<file path="config.mk">
export PLATFORM = sky130hd
export DESIGN_NAME = blrp_ctrl
export DESIGN_NICKNAME = d
export VERILOG_FILES = /design/src/hw/rtl/blrp_pkg.sv /design/src/hw/rtl/blrp_ctrl.sv
export SDC_FILE = /design/constraint.sdc
export NUM_CORES = 1
export LEC_CHECK = 0
export ABC_AREA = 0
export CORE_AREA = 2 2 39 41
export CTS_CLUSTER_SIZE = 10
export DETAILED_ROUTE_END_ITERATION = 8
export DIE_AREA = 0 0 41 43
export DONT_BUFFER_PORTS = 1
export GPL_TIMING_DRIVEN = 0
export PLACE_DENSITY = 0.34
export SYNTH_ARGS = -nofsm -noshare
export SYNTH_HDL_FRONTEND = slang
export SYNTH_SLANG_ARGS = --single-unit
</file>
<file path="constraint.sdc">
create_clock -name clk_i -period 1.6 [get_ports clk_i]
set_clock_uncertainty 0.2 [all_clocks]
set_input_delay 0.32 -clock clk_i [delete_from_list [all_inputs] [get_ports clk_i]]
set_output_delay 0.32 -clock clk_i [all_outputs]
set_load 0.03 [all_outputs]
</file>
<file path="src/hw/rtl/blrp_pkg.sv">
package blrp_pkg;

  // Width of the item fields and of the configuration registers
  localparam int unsigned FieldW = 16;

  // Configuration register indexes (byte address = 4 * index)
  localparam logic REG_REGION_WIDTH  = 1'b0;
  localparam logic REG_REGION_HEIGHT = 1'b1;

  localparam logic [FieldW-1:0] RegionReset = 16'hFFFF;

  // Commands from the controller to the datapath
  typedef struct packed {
    logic start;     // latch the item, restart the candidate scan
    logic issue;     // read one candidate pair and advance the counters
    logic load_out;  // move the best corner into the output register
    logic commit;    // store the placed rectangle
  } cmd_t;

  // Status from the datapath to the controller
  typedef struct packed {
    logic full;        // store holds MAX_ITEMS rectangles
    logic last_issue;  // the pair being issued is the final one
    logic found;       // a fitting corner has been found
  } sts_t;

endpackage

</file>
<file path="src/hw/rtl/blrp_ctrl.sv">
module blrp_ctrl (
  input  logic           clk_i,
  input  logic           rst_ni,
  input  logic           in_valid_i,
  output logic           in_ready_o,
  output logic           out_valid_o,
  input  logic           out_ready_i,
  output blrp_pkg::cmd_t cmd_o,
  input  blrp_pkg::sts_t sts_i
);

  typedef enum logic [2:0] {
    ST_IDLE,
    ST_SCAN,
    ST_DRAIN1,
    ST_DRAIN2,
    ST_FINISH
  } state_e;

  state_e state_q, state_d;
  logic   out_valid_q, out_valid_d;
  logic   accept, out_free;

  assign in_ready_o = (state_q == ST_IDLE);
  assign accept     = in_valid_i && in_ready_o;
  assign out_free   = !out_valid_q || out_ready_i;

  always_comb begin
    state_d        = state_q;
    out_valid_d    = out_valid_q && !out_ready_i;
    cmd_o          = '0;
    unique case (state_q)
      ST_IDLE: begin
        if (accept) begin
          cmd_o.start = 1'b1;
          state_d     = sts_i.full ? ST_FINISH : ST_SCAN;
        end
      end
      ST_SCAN: begin
        cmd_o.issue = 1'b1;
        if (sts_i.last_issue) begin
          state_d = ST_DRAIN1;
        end
      end
      ST_DRAIN1: state_d = ST_DRAIN2;
      ST_DRAIN2: state_d = ST_FINISH;
      ST_FINISH: begin
        if (out_free) begin
          cmd_o.load_out = 1'b1;
          cmd_o.commit   = sts_i.found;
          out_valid_d    = 1'b1;
          state_d        = ST_IDLE;
        end
      end
      default: state_d = ST_IDLE;
    endcase
  end

  always_ff @(posedge clk_i or negedge rst_ni) begin
    if (!rst_ni) begin
      state_q     <= ST_IDLE;
      out_valid_q <= 1'b0;
    end else begin
      state_q     <= state_d;
      out_valid_q <= out_valid_d;
    end
  end

  assign out_valid_o = out_valid_q;

endmodule
</file>
==> results.txt <==
----------------------------------------------------
[Run status]
  Status ... complete, but fails checks
  Failing checks ... setup timing

[Logic synthesis]
  Post-synthesis average cell area ... just over 10 µm²
  Fraction of synthesized cell area taken by the top area cell type ... 0.4396
  Post-synth EDFFs ... 0
  Leading cell type by number of instances after synthesis ... sky130_fd_sc_hd__dfrtp_1
  Net count of the mapped netlist ... 29
  Leading cell types by count after synthesis ... sky130_fd_sc_hd__dfrtp_1, sky130_fd_sc_hd__a21oi_1, sky130_fd_sc_hd__and2_1, sky130_fd_sc_hd__nand2b_1
  Primary flip-flop cell chosen by synthesis mapping ... sky130_fd_sc_hd__dfrtp_1
  Number of cells produced by synthesis ... 22
  Cell types with the largest area share after synthesis ... sky130_fd_sc_hd__dfrtp_1, sky130_fd_sc_hd__a21oi_1, sky130_fd_sc_hd__nor2b_4
  Library cells used by synthesis ... 15
  Library cell occupying the most area in the post-synthesis netlist ... sky130_fd_sc_hd__dfrtp_1
  Post-synth ARST share ... 1.000
  Share of synthesized area occupied by flip-flops and latches ... 0.4396
  Cell area after technology mapping ... 227.7 µm²
  Syn. warnings ... 0
  Flops & latches, synth ... 4

[Clock network]
  Worst-path clk slew ... 0.04 ns
  CTS root buffer ... sky130_fd_sc_hd__clkbuf_4
  CTS tree ... yes
  Buffer levels on the longest clock path ... 2
  Latest clock arrival within the worst-skew pair ... 0.24 ns
  Number of sinks on the clock net ... 4
  Clock buffers created by TritonCTS ... 3
  H-Tree Level Count ... 1

[Worst setup path]
  Critical-path top delay cell ... sky130_fd_sc_hd__dfrtp_2
  Number of buffers and inverters on the critical path ... 0
  Kind of cell adding the most delay to the critical path ... simple AND/OR/NAND/NOR gates
  Critical path depth ... 3
  Critical Path End Type ... output pin
  Cell chain of the critical path ... or3b_4, nor2b_4, and2_4
  R2R depth ... 3
  Worst setup path class ... register to output pin
  Type of origin of the critical path ... register
  Critical Path AT ... 1.55 ns
  Max stage delay on crit path ... roughly 0.43 ns
  Maximum fanout encountered on the critical timing path ... 5
  Required time of the worst setup path ... 1.08 ns

[Place]
  Port Buf Inserts ... 0
  Final weighted congestion in routability-driven placement ... 0.6187

[Timing]
  Clock period minus final worst setup slack ... 2.073 ns
  Fin crit share ... 1.295
  Setup ws final ... -0.4728 ns
  Setup-violating endpoint count in the final report ... 5
  Achievable Freq ... 482.4 MHz
  Worst hold slack after final layout ... 0.03721 ns
  Final total negative setup slack ... -1.520 ns
  Final hold violation count ... 0
  Final slew viol count ... 0
  Setup repair after global routing missed its margin ... yes
  Slew headroom ... 0.3693
  Slew at the pin closest to its max-slew limit ... ~0.94 ns

[Die]
  Row cnt ... 14
  Placeable Area ... about 1400 µm²
  Die Outline Area ... 1763 µm²
  Starting utilization of the core area ... 0.1646
  Die outline width ... 41 µm
  Die height ... 43 µm
  Top Ports ... 13

[Layout]
  Share of post-route cells with drive strength above 1 ... 0.5714
  Final antenna diode count ... 0
  Number of nets in the final layout ... 43
  P&R area growth vs syn ... 61.54%

[Global routing]
  Pin count of the biggest net entering global routing ... 6
  Global-route wire length before repair ... 890 µm
  Final global-route overflow total ... 0
  Antenna violations before repair ... 0
  Total routing resource utilization after global routing ... 0.07956
  Via count of the first global-routing pass ... 236

[Power]
  Net switching power figure ... 0.3394 mW
  Cell area power density ... 2158 nW/µm²
  Clock Power Share ... 0.177
  Sw Share ... 0.4274
  Static Leak ... 0.1660 nW
  Cell-internal power ... approximately 0.45 mW
  Sequential cell fraction of total power ... 0.267
  Highest ir drop seen on vdd ... 0.5916 mV
  Combinational fraction of design power ... 0.556

[Min path]
  HP Class ... input pin to register
  Cells on Worst Hold Path ... 2

[Flow run]
  MaxCap Viol Count ... 0

[Detailed routing]
  Detail Route Antenna Nets ... 0
  Detailed-router iteration count before antenna repair ... 5
  DR iter-0 viols ... 1
  Number of vias per cell ... roughly 4.3
  Total vias in the final route ... 220
  Mean routed wirelength per cell ... 11.22 µm
  DRT Wirelength ... 572 µm
  Number of design rule violations left after detail routing ... 0

----------------------------------------------------
==> per-layer routing <==
metal	wire, µm	GRT usage
met5	0	0
met4	0	0.06000
met3	67	0.04712
met2	272	0.09375
met1	232	0.1006
==> registers in the layout, summed over array words and instances (netlist names) <==
register     count
state_q          3
out_valid_o      1
==> cells by family after synthesis <==
| kind of cell | after synthesis | synth area share |
|---|---|---|
| AOI/OAI and AO/OA | 5 | 0.1264 |
| DFF | 4 | 0.4396 |
| and+or+nand+nor | 13 | 0.4340 |
==> final cells by class <==
type | instances | area (µm²)
fillers | 152 | 1016
repair buffers | 9 | 73.82
multi-input cells | 18 | 143.9
clock buffers | 4 | 26.28
flip-flops and latches | 4 | 103.9
well taps | 16 | 20.02
==> what timing repair did <==
action	CTS	global route
endpoints found under the hold margin	4	0
setup endpoints to repair	5	5
resized for setup	5	1
pin swaps	3	2
cloned	0	0
setup buffers	8	0
hold buffers	1	0
==> cell usage in the layout, fill, tap and decap left out, drive strengths merged, types with 2 or more instances in the layout <==
| master | synthesis | final |
|---|---|---|
| buf | 0 | 8 |
| clkbuf | 0 | 4 |
| dfrtp | 4 | 4 |
| a21oi | 3 | 3 |
| nand2b | 2 | 2 |
| and2 | 2 | 2 |
| or3b | 2 | 2 |
| nor2b | 2 | 2 |
==> per-stage QoR <==
step | power (mW) | utilization | setup slack [ns] | area [µm²] | cells
global route | 0.8468 | 0.2658 | -0.5266 | 367.9 | 51
CTS | 0.7959 | 0.2631 | -0.4851 | 364.1 | 51
global placement | 0.4962 | 0.1854 | -0.2888 | 256.5 | 38
detailed placement | 0.4975 | 0.1854 | -0.2954 | 256.5 | 38
floorplan | 0.4609 | - | -0.2396 | 236.5 | 22
finish | 0.7940 | 0.2658 | -0.4728 | 367.9 | 51
==> power by group through the flow <==
stage	clock network, mW	registers (mW)	logic, mW
2_1_floorplan	0	0.210	0.251
3_3_place_gp	0	0.230	0.267
3_5_place_dp	0	0.229	0.268
4_1_cts	0.145	0.211	0.440
5_1_grt	0.149	0.222	0.475
6_report	0.141	0.212	0.441
==> worst paths after layout <==
check / startpoint / end / slack, ns
min in group asynchronous: rst_ni / state_q[1] / 0.15
worst min-delay path: sts_i[1] / state_q[1] / 0.04
max in group asynchronous: rst_ni / state_q[2] / 0.86
worst min register to register: state_q[2] / state_q[2] / 0.34
worst max register to register: state_q[1] / state_q[0] / 0.16
worst max-delay path: state_q[1] / cmd_o[0] / -0.47
No activity file was read; power rests on OpenSTA's default activity.
